==> src/sitpd_pkg.sv <==
// ----------------------------------------------------------------------------
// sitpd_pkg
// Shared types and constants of the signed integer to padded decimal block.
// ----------------------------------------------------------------------------
package sitpd_pkg;

    // Field width limits: requested width saturates at the smaller of the two
    parameter int MaxWidth    = 32;
    parameter int ResultLimit = 32;
    parameter int CapWidth    = (MaxWidth < ResultLimit) ? MaxWidth : ResultLimit;

    // Binary to BCD conversion geometry
    parameter int MagBits   = 32;
    parameter int NumDigits = 10;
    parameter int BcdBits   = 4 * NumDigits;

    // ASCII codes, six bits wide
    parameter logic [5:0] ChBlank = 6'd32;
    parameter logic [5:0] ChMinus = 6'd45;
    parameter logic [5:0] ChZero  = 6'd48;

    // Controller states, one-hot
    typedef enum logic [3:0] {
        ST_IDLE = 4'b0001,
        ST_CONV = 4'b0010,
        ST_LEN  = 4'b0100,
        ST_EMIT = 4'b1000
    } state_t;

    // Controller to datapath
    typedef struct packed {
        logic load;   // capture a new word
        logic shift;  // one double-dabble step
        logic calc;   // work out text length and padding
        logic emit;   // put one character on the result ports
    } cmd_t;

    // Datapath to controller
    typedef struct packed {
        logic conv_done;  // current shift is the final one
        logic emit_last;  // current character is the final one
    } status_t;

endpackage

==> src/signed_int_to_padded_decimal.sv <==
// ----------------------------------------------------------------------------
// signed_int_to_padded_decimal
// Signed 32-bit integer to blank-padded decimal ASCII, one character a cycle.
// ----------------------------------------------------------------------------
// Usage:
//   Input word: value (signed) and field_width are taken at a rising edge
//   where start is high and busy is low. busy stays high until the final
//   character of that word has been put out.
//   Result words: one ASCII character per cycle on out_char, marked by
//   strobe; last is high with the final character. Characters come leftmost
//   first: blank padding up to the field width, a minus sign for negative
//   values, then the digits, most significant first.
//   Sequence: double-dabble conversion (one bit per cycle through the shared
//   add-3 BCD stage), a sizing state for the text, then N characters,
//   N = max(width, text length), 1 to 32. The first character follows the
//   conversion and sizing states; a new word may be accepted in the cycle
//   after the last character.
//   Widths above the limit saturate; the most negative value converts as
//   "-2147483648".
//   Reset clears the sequencer to idle; no character is pending afterwards.
//   The receiver cannot hold characters off: each is valid for one cycle.
// ----------------------------------------------------------------------------
module signed_int_to_padded_decimal
(
    input  logic        clk,
    input  logic        rst_n,
    input  logic        start,
    output logic        busy,
    input  logic [31:0] value,
    input  logic [5:0]  field_width,
    output logic        strobe,
    output logic [5:0]  out_char,
    output logic        last
);

    sitpd_pkg::cmd_t    cmd;
    sitpd_pkg::status_t status;
    logic               char_last;

    // sequencer
    sitpd_ctrl u_ctrl
    (
        .clk    (clk),
        .rst_n  (rst_n),
        .start  (start),
        .status (status),
        .cmd    (cmd),
        .busy   (busy)
    );

    // conversion and character datapath
    sitpd_dpath u_dpath
    (
        .clk         (clk),
        .cmd         (cmd),
        .value       (value),
        .field_width (field_width),
        .status      (status),
        .out_char    (out_char),
        .last        (char_last)
    );

    // characters are only presented while the sequencer is emitting
    assign strobe = cmd.emit;
    assign last   = cmd.emit & char_last;

    // a character only ever appears while a word is in flight
    a_strobe_busy: assert property (@(posedge clk) disable iff (!rst_n)
        strobe |-> busy)
        else $error("character strobed while idle");

    // last only marks a strobed character
    a_last_strobe: assert property (@(posedge clk) disable iff (!rst_n)
        last |-> strobe)
        else $error("last without strobe");

    // characters of one word are contiguous
    a_contiguous: assert property (@(posedge clk) disable iff (!rst_n)
        (strobe && !last) |=> strobe)
        else $error("gap inside a conversion");

    // after the final character the block is ready again
    a_release: assert property (@(posedge clk) disable iff (!rst_n)
        last |=> !busy)
        else $error("busy held after final character");

endmodule

==> src/sitpd_ctrl.sv <==
// ----------------------------------------------------------------------------
// sitpd_ctrl
// Sequencer: load, convert, size the text, then emit characters.
// ----------------------------------------------------------------------------
module sitpd_ctrl
(
    input  logic                clk,
    input  logic                rst_n,
    input  logic                start,
    input  sitpd_pkg::status_t  status,
    output sitpd_pkg::cmd_t     cmd,
    output logic                busy
);

    sitpd_pkg::state_t state_reg;
    sitpd_pkg::state_t state_next;

    always_ff @(posedge clk or negedge rst_n)
    begin
        if (!rst_n)
        begin
            state_reg <= sitpd_pkg::ST_IDLE;
        end
        else
        begin
            state_reg <= state_next;
        end
    end

    always_comb
    begin
        state_next = state_reg;
        cmd        = '0;
        unique case (state_reg)
            sitpd_pkg::ST_IDLE:
            begin
                if (start)
                begin
                    cmd.load   = 1'b1;
                    state_next = sitpd_pkg::ST_CONV;
                end
            end
            sitpd_pkg::ST_CONV:
            begin
                cmd.shift = 1'b1;
                if (status.conv_done)
                begin
                    state_next = sitpd_pkg::ST_LEN;
                end
            end
            sitpd_pkg::ST_LEN:
            begin
                cmd.calc   = 1'b1;
                state_next = sitpd_pkg::ST_EMIT;
            end
            sitpd_pkg::ST_EMIT:
            begin
                cmd.emit = 1'b1;
                if (status.emit_last)
                begin
                    state_next = sitpd_pkg::ST_IDLE;
                end
            end
            default:
            begin
                state_next = sitpd_pkg::ST_IDLE;
            end
        endcase
    end

    assign busy = (state_reg != sitpd_pkg::ST_IDLE);

endmodule

==> src/sitpd_dpath.sv <==
// ----------------------------------------------------------------------------
// sitpd_dpath
// Magnitude, double-dabble BCD register, length logic and character select.
// ----------------------------------------------------------------------------
module sitpd_dpath
(
    input  logic                clk,
    input  sitpd_pkg::cmd_t     cmd,
    input  logic [31:0]         value,
    input  logic [5:0]          field_width,
    output sitpd_pkg::status_t  status,
    output logic [5:0]          out_char,
    output logic                last
);

    logic [sitpd_pkg::MagBits-1:0] mag_reg,   mag_next;
    logic [sitpd_pkg::BcdBits-1:0] bcd_reg,   bcd_next;
    logic [4:0]                    bit_reg,   bit_next;
    logic                          neg_reg,   neg_next;
    logic [5:0]                    width_reg, width_next;
    logic [5:0]                    total_reg, total_next;
    logic [5:0]                    pad_reg,   pad_next;
    logic [5:0]                    k_reg,     k_next;

    logic [sitpd_pkg::BcdBits-1:0] bcd_adj;
    logic [3:0]                    ndig;
    logic [3:0]                    textlen;
    logic [5:0]                    total_c;
    logic [5:0]                    dig_pos;
    logic [3:0]                    dig_val;

    // add-3 correction on every digit before the shift
    always_comb
    begin
        for (int d = 0; d < sitpd_pkg::NumDigits; d++)
        begin
            if (bcd_reg[4*d +: 4] >= 4'd5)
            begin
                bcd_adj[4*d +: 4] = bcd_reg[4*d +: 4] + 4'd3;
            end
            else
            begin
                bcd_adj[4*d +: 4] = bcd_reg[4*d +: 4];
            end
        end
    end

    // digits in use: highest non-zero digit, at least one
    always_comb
    begin
        ndig = 4'd1;
        for (int d = 1; d < sitpd_pkg::NumDigits; d++)
        begin
            if (bcd_reg[4*d +: 4] != 4'd0)
            begin
                ndig = 4'(d + 1);
            end
        end
        textlen = ndig + {3'd0, neg_reg};
        total_c = (width_reg > {2'd0, textlen}) ? width_reg : {2'd0, textlen};
    end

    always_comb
    begin
        mag_next   = mag_reg;
        bcd_next   = bcd_reg;
        bit_next   = bit_reg;
        neg_next   = neg_reg;
        width_next = width_reg;
        total_next = total_reg;
        pad_next   = pad_reg;
        k_next     = k_reg;
        if (cmd.load)
        begin
            neg_next = value[31];
            mag_next = value[31] ? (32'd0 - value) : value;
            bcd_next = '0;
            bit_next = '0;
            if (int'(field_width) > sitpd_pkg::CapWidth)
            begin
                width_next = 6'(sitpd_pkg::CapWidth);
            end
            else
            begin
                width_next = field_width;
            end
        end
        if (cmd.shift)
        begin
            {bcd_next, mag_next} = {bcd_adj[sitpd_pkg::BcdBits-2:0], mag_reg, 1'b0};
            bit_next = bit_reg + 5'd1;
        end
        if (cmd.calc)
        begin
            total_next = total_c;
            pad_next   = total_c - {2'd0, textlen};
            k_next     = '0;
        end
        if (cmd.emit)
        begin
            k_next = k_reg + 6'd1;
        end
    end

    always_ff @(posedge clk)
    begin
        mag_reg   <= mag_next;
        bcd_reg   <= bcd_next;
        bit_reg   <= bit_next;
        neg_reg   <= neg_next;
        width_reg <= width_next;
        total_reg <= total_next;
        pad_reg   <= pad_next;
        k_reg     <= k_next;
    end

    assign status.conv_done = (bit_reg == 5'(sitpd_pkg::MagBits - 1));
    assign status.emit_last = (k_reg == total_reg - 6'd1);

    // digit position counted from the least significant end
    assign dig_pos = total_reg - 6'd1 - k_reg;

    always_comb
    begin
        dig_val = 4'd0;
        for (int d = 0; d < sitpd_pkg::NumDigits; d++)
        begin
            if (dig_pos == 6'(d))
            begin
                dig_val = bcd_reg[4*d +: 4];
            end
        end
    end

    always_comb
    begin
        priority if (k_reg < pad_reg)
        begin
            out_char = sitpd_pkg::ChBlank;
        end
        else if (neg_reg && (k_reg == pad_reg))
        begin
            out_char = sitpd_pkg::ChMinus;
        end
        else
        begin
            out_char = sitpd_pkg::ChZero + {2'd0, dig_val};
        end
    end

    assign last = status.emit_last;

endmodule
==> config.mk <==
export PLATFORM = sky130hd
export DESIGN_NAME = signed_int_to_padded_decimal
export DESIGN_NICKNAME = d
export VERILOG_FILES = /design/src/sitpd_pkg.sv /design/src/signed_int_to_padded_decimal.sv /design/src/sitpd_ctrl.sv /design/src/sitpd_dpath.sv
export SDC_FILE = /design/constraint.sdc
export NUM_CORES = 1
export LEC_CHECK = 0
export ABC_AREA = 1
export BUFFER_PORTS_ARGS = -buffer_cell sky130_fd_sc_hd__buf_2
export CAP_MARGIN = 5
export CORE_MARGIN = 1.5
export CORE_UTILIZATION = 28
export CTS_BUF_LIST = sky130_fd_sc_hd__clkbuf_4 sky130_fd_sc_hd__clkbuf_8
export DETAILED_ROUTE_END_ITERATION = 8
export PLACE_DENSITY_LB_ADDON = 0.25
export SYNTH_ARGS = -nofsm -noshare
export SYNTH_HDL_FRONTEND = slang
export SYNTH_SLANG_ARGS = --single-unit
==> constraint.sdc <==
create_clock -name clk -period 7 [get_ports clk]
set_input_delay 0.35 -clock clk [delete_from_list [all_inputs] [get_ports clk]]
set_output_delay 0.35 -clock clk [all_outputs]
set_load 0.05 [all_outputs]
# Word-level counts from Yosys, hierarchy flattened
# Cells that the tools add are included.
# op_classes
n_reduce_logical,14
bitwise,1
n_addsub,18
muxes,50
n_eq_ne,20
order_cmp,13
# ops
cell,count
$mux 4,25
$mux 32,3
$mux 40,2
$ge 4x3->1 const B,10
$add 4x2->4 const B,9
$reduce_bool 4->1,9
$sub 1x32->32 const A,1
$mux 6,5
$eq 6x3->1 const B,4
$pmux 4 s4,1
$mux 3,5
$eq 6x2->1 const B,2
$eq 6x4->1 const B,2
$eq 6x6->1,2
$mux 5,2
$add 5x5->6 const A,1
$add 6x1->6 const B,1
$eq 6x1->1 const B,1
$gt 6x4->1,1
$gt 6x6->1 const B,1
$logic_not 6->1,1
$lt 6x6->1,1
$ne 2x2->1 const B,3
$sub 6x1->6 const B,1
other kinds (17),23
# word_totals
output_inout_bits,9
inputBits,41
ff_bits,106
word_cells,126

# Depth between registers and ports, before layout
# logic_depth
ltp_word,16
mapped_depth,26
depth_no_buf,26

# By module
# A second synthesis with hierarchy kept.
# hier_totals
cells_unflattened,942
hier_area_um2,7400.8
# by_module_without_submodules
mod,seq_area_each_um2,area_per_inst_um2,n_inst,cells_per_inst
sitpd_dpath,3052.9,7141.8,1,908
sitpd_ctrl,101.3,251.5,1,32
signed_int_to_padded_decimal,0.0,7.5,1,2

# Least setup slack after synthesis
# Ideal clock, no wire load.
# synth_timing
path_type,register -> register
startpoint,reg u_dpath.bcd_reg[8] in the netlist's numbering
endpoint,reg u_dpath.pad_reg[5] (data pin)
required_time_ns,6.742
path_buffers,0
arrival_ns,3.598
period_less_slack_ns,3.856
stages_incl_launch_ff,26
setup_ns,0.258
slack_ns,3.144
cell_sequence,edfxtp_1 > inv_1 > ha_1 > nand2_1 > nor2_1 > o21ai_0 > a31oi_1 > nor2_1 > o21ai_0 > a21oi_1 > ha_1 > ha_1 > inv_1 > ha_1 > inv_1 > nor2_1 > o21ai_2 > nand3_2 > a21boi_0 > nor2_1 > ha_1 > a21oi_1 > o21ai_0 > a21oi_1 > nand2_1 > xnor2_1
# synth_via
elab_chain_len,13
# synth_lines
item,line_no,rtl
"start, declared",sitpd_dpath.sv:17,"logic [sitpd_pkg::BcdBits-1:0] bcd_reg, bcd_next;"
"start signal, assigned",sitpd_dpath.sv:108,bcd_reg <= bcd_next;
$reduce_bool 4->1 *,sitpd_dpath.sv:54,if (bcd_reg[4*d +: 4] != 4'd0)
$mux 2 *,sitpd_dpath.sv:54,
$mux 3 * (4 in a row),sitpd_dpath.sv:54,
$mux 4 * (3 in a row),sitpd_dpath.sv:54,
$add 4x1->4 *,sitpd_dpath.sv:59,"textlen = ndig + {3'd0, neg_reg};"
$gt 6x4->1,sitpd_dpath.sv:60,"total_c = (width_reg > {2'd0, textlen}) ? width_reg : {2'd0, textlen};"
$mux 6 *,sitpd_dpath.sv:60,
net u_dpath.total_c[2],sitpd_dpath.sv:28,logic [5:0] total_c;
$sub 6x4->6 *,sitpd_dpath.sv:96,"pad_next = total_c - {2'd0, textlen};"
"end signal, assigned",sitpd_dpath.sv:113,pad_reg <= pad_next;
"end, declared",sitpd_dpath.sv:22,"logic [5:0] pad_reg, pad_next;"
# Mark *: on every way through the listed nets, which the timed path passes. The rest lies on a longest branch.
# A chain may end at the register's enable or synchronous reset.

# Worst setup path after layout
# layout_timing
startpoint,reg u_dpath.total_reg[2]
endpoint,out out_char[3]
# layout_via
elab_chain_len,16
elab_cells_between_ends,25
classes_between,add/sub (3); eq/ne (9); mux (12); reduce/logical (1)
# layout_lines
item,line_no,rtl
"start, declared",sitpd_dpath.sv:21,"logic [5:0] total_reg, total_next;"
"start signal, assigned",sitpd_dpath.sv:112,total_reg <= total_next;
$sub 6x1->6 *,sitpd_dpath.sv:121,assign dig_pos = total_reg - 6'd1 - k_reg;
$sub 6x6->6 *,sitpd_dpath.sv:121,
$logic_not 6->1,sitpd_dpath.sv:128,if (dig_pos == 6'(d))
$mux 4 (9 in a row),sitpd_dpath.sv:128,
$mux 4 *,sitpd_dpath.sv:128,
$add 5x5->6 *,sitpd_dpath.sv:147,"out_char = sitpd_pkg::ChZero + {2'd0, dig_val};"
$mux 6 *,sitpd_dpath.sv:141,else if (neg_reg && (k_reg == pad_reg))
$mux 6 *,sitpd_dpath.sv:137,priority if (k_reg < pad_reg)
"end, declared",signed_int_to_padded_decimal.sv:32,"output logic [5:0] out_char,"
# Every way passes the cells marked *; elsewhere a longest branch is shown, timed or not.

==> flow_metrics.py <==
metrics = {
    "routing": {
        "via_per_inst": 4.561,
        "drt-pass1-iter-count": 5,
        "vias": 5824,
        "initialDrtViolationCount": 327,
        "post_drt_wl_per_cell_um": 12.66,
        "wirelength_um": 16170,
        "drc_errors": 0,
        "ant_nets": 0,
    },
    "worst_setup_path": {
        "cp.required_ps": 6650,
        "startpoint_type": "flip-flop",
        "cpMaxStageDelayCell": "xor2_1",
        "worst-r2r-setup-slack_ps": 2760,
        "crit_chain": "nor2_1, nand2_1, xnor2_1, ha_1, a21oi_1, o21ai_1, xor2_1, nand2_2, nor3_2, nand2_1, nand3_1, nand2_1, nand4_1, nor2_1, nor2_1, buf_2",
        "crit_path_max_incr_delay_ps": 720,
        "worstSetupPathType": "flip-flop to primary output",
        "arrival_ps": 3950,
        "cp_max_fo": 12,
        "crit_path_end_kind": "primary output",
    },
    "clocking": {
        "cts_hold_buf": 1,
        "htreeDepth": 3,
        "cts_buffer_depth": 2,
        "clkSlewWorstSetupHoldPaths_ps": 100,
        "cts_resized": 0,
        "cts_num_sinks": 106,
        "numCtsBuffers": 9,
        "post-cts-setup-buffer-count": 0,
        "cts_root_buf": "clkbuf_8",
        "cts_tree": "done",
        "worstSkewPairLatency_ps": 390,
    },
    "global_route": {
        "first_global_vias": 5559,
        "track_usage_pct": 12.75,
        "grt_pass1_wl_um": 27250,
        "grt-ovfl-total": 0,
        "antenna_found_initial": 0,
        "grt_max_degree": 77,
    },
    "timing": {
        "post-route-min-period_ps": 4297,
        "setup_viol": 0,
        "clock.fmax_mhz": 232.7,
        "fin_crit_sh_pct": 61.39,
        "maxSlewHeadroom_pct": 29.84,
        "slew_violations": 0,
        "tns_ps": 0,
        "max_slew.worst_pin.slew_ps": 1052,
        "hold_viol_final": 0,
        "layout_setup_ws_ps": 2703,
        "finalClockSkew_ps": 11.47,
        "rsz0062_at_grt": "no",
    },
    "logic_synthesis": {
        "synth_fp_nets": 988,
        "syn_avg_cell_area_sq_um": 8.081,
        "synth-seq-cells": 106,
        "yosysSeqAreaShare_pct": 43.37,
        "synth_edf_count": 101,
        "ys_warn_count": 0,
        "netlist_instances": 900,
        "synth.area.top_cells": "edfxtp_1 42%, nand2_1 8.1%, ha_1 7.7%",
        "synthArstFlopShare_pct": 3.774,
        "synth_top_area_cell": "edfxtp_1",
        "yosysTopAreaCellShare_pct": 41.70,
        "syn-cell-area_sq_mm": 0.007273,
        "synth_cell_types": 43,
        "synth_ff_type": "edfxtp_1",
    },
    "pwr": {
        "p_total_mw": 2.807,
        "pwr-share-comb_pct": 41.1,
        "seq_power_share_pct": 43.7,
        "clockPowerShare_pct": 15.3,
        "p_int_mw": 1.619,
        "switching_share_pct": 42.30,
        "switchingPower_mw": 1.187,
        "power_density_mw_per_mm2": 346.4,
        "leakage_nw": 3.486,
        "max-vdd-ir-drop_mv": 0.1757,
    },
    "floorplanning": {
        "dieArea_sq_mm": 0.02695,
        "start_util_pct": 28.72,
        "fp.dieW_um": 164.2,
        "coreArea_sq_mm": 0.02533,
        "num_rows": 58,
        "boundaryPins": 50,
        "die_h_um": 164.2,
    },
    "finish": {
        "finalNonFillerCells": 1277,
        "syn2layout_area_growth_pct": 11.39,
        "largest_reg_flops": 40,
        "antenna_cells": 0,
        "nNetsFinal": 1030,
        "drive_gt1_share_pct": 12.04,
    },
    "place": {
        "post-place-cells": 1260,
        "dpl.hpwl_um": 11840,
        "post-place-ws_ps": 2771,
        "portBuffers": 48,
        "gp_congestion": 0.7936,
    },
    "status": {
        "status": "finished clean",
    },
    "min_path": {
        "hold_class": "input port to flip-flop",
    },
    "flow_run": {
        "drv_cap": 0,
    },
}
cells in the mapped netlist, types with 2 or more instances:
library cell,n
o21ai_1,8
nor3_1,24
inv_1,150
nand4_1,20
a211oi_1,8
fa_1,2
nor2_2,8
edfxtp_1,101
o21ai_2,3
o22ai_1,5
dfrtp_1,3
nand3_2,5
xnor2_1,8
nand3_1,41
nor4_1,5
ha_1,45
nand2_2,7
nor3_2,7
a31oi_1,3
or2_2,5
inv_2,4
clkbuf_1,16
nor2_4,3
buf_2,4
nor2_1,95
a21oi_1,57
a21boi_0,2
nand2_1,157
o21ai_0,77
xor2_1,14
worst paths after layout:
check,start,to,cells after the start
max,u_dpath.total_reg[2]$_DFFE_PP_,out_char[3],16
min,start,u_ctrl.state_reg[0]$_DFFE_PN1P_,2
max reg2reg,u_dpath.bcd_reg[8]$_SDFFCE_PN0P_,u_dpath.pad_reg[5]$_DFFE_PP_,26
min reg2reg,u_dpath.mag_reg[21]$_DFFE_PP_,u_dpath.mag_reg[22]$_DFFE_PP_,2
max in group asynchronous,rst_n,u_ctrl.state_reg[0]$_DFFE_PN1P_,2
min in group asynchronous,rst_n,u_ctrl.state_reg[2]$_DFFE_PN0P_,2
stage by stage:
stage	util, %	cell area (sq um)	hold WS (ps)
after floorplan	-	7273	54.41
after global placement	31.10	7876	159.6
after detailed placement	31.10	7876	161.4
after CTS	31.99	8102	103.7
after global routing	31.99	8102	126.1
final	31.99	8102	132.2
cell type report:
cell class | instances | area (sq um)
Tap cell | 330 | 412.9
Clock buffer | 9 | 123.9
Inverter | 154 | 578.1
Sequential cell | 106 | 3154
Fill cell | 2695 | 17230
Clock inverter | 7 | 91.34
Timing Repair Buffer | 52 | 272.8
Multi-Input combinational cell | 619 | 3468
power by group through the flow:
| stage | Sequential, mW | Combinational, mW | Clock (mW) |
|---|---|---|---|
| finish | 1.23 | 1.15 | 0.428 |
| floorplan | 1.20 | 0.891 | 0 |
| detailed placement | 1.24 | 1.17 | 0 |
| CTS | 1.23 | 1.17 | 0.444 |
| global placement | 1.24 | 1.16 | 0 |
| global route | 1.26 | 1.35 | 0.463 |
placed cells by master (no fill, tap or decap), types with 2 or more instances in the layout:
cell / instances
nand2_1: 156
inv_1: 150
edfxtp_1: 101
nor2_1: 94
o21ai_0: 77
a21oi_1: 57
buf_2: 48
ha_1: 45
nand3_1: 41
nor3_1: 23
nand4_1: 20
xor2_1: 14
nor2_2: 9
clkbuf_8: 9
nor3_2: 8
xnor2_1: 8
o21ai_1: 8
a211oi_1: 8
nand2_2: 7
or2_2: 5
nand3_2: 5
nor4_1: 5
o22ai_1: 5
inv_2: 4
a31oi_1: 3
nor2_4: 3
o21ai_2: 3
buf_4: 3
dfrtp_1: 3
a21boi_0: 2
fa_1: 2
clkinv_1: 2
bufinv_16: 2
clkinvlp_4: 2
cells by family after synthesis:
| family | Yosys count | share of synthesized area, % |
|---|---|---|
| DFF | 106 | 43.37 |
| xor gates and xnor gates | 23 | 2.873 |
| buffers and inverters | 175 | 9.152 |
| and+or+nand+nor | 380 | 23.77 |
| other | 1 | 0.05156 |
| AOI/OAI and AO/OA | 168 | 12.49 |
| adders and majority gates | 47 | 8.292 |
routing by layer:
layer | global-route usage, % | wire, um | vias to the layer above | share of wire (%)
met2 | 20.20 | 7255 | 71 | 45
li1 | - | - | 3074 | -
met3 | 2.475 | 494 | 9 | 3.1
met5 | 0 | 0 | - | 0
met4 | 3.388 | 158 | 0 | 0.98
met1 | 17.69 | 8263 | 2670 | 51
critical path, delay by kind of cell (launching register included):
| kind | cells | cell delay (ps) |
|---|---|---|
| xor gates and xnor gates | 2 | 860 |
| and+or+nand+nor | 10 | 1330 |
| buffers and inverters | 1 | 270 |
| adders and majority gates | 1 | 360 |
| DFF | 1 | 440 |
| AOI/OAI and AO/OA | 2 | 290 |
Note: power is estimated with default switching activity, not from simulation.
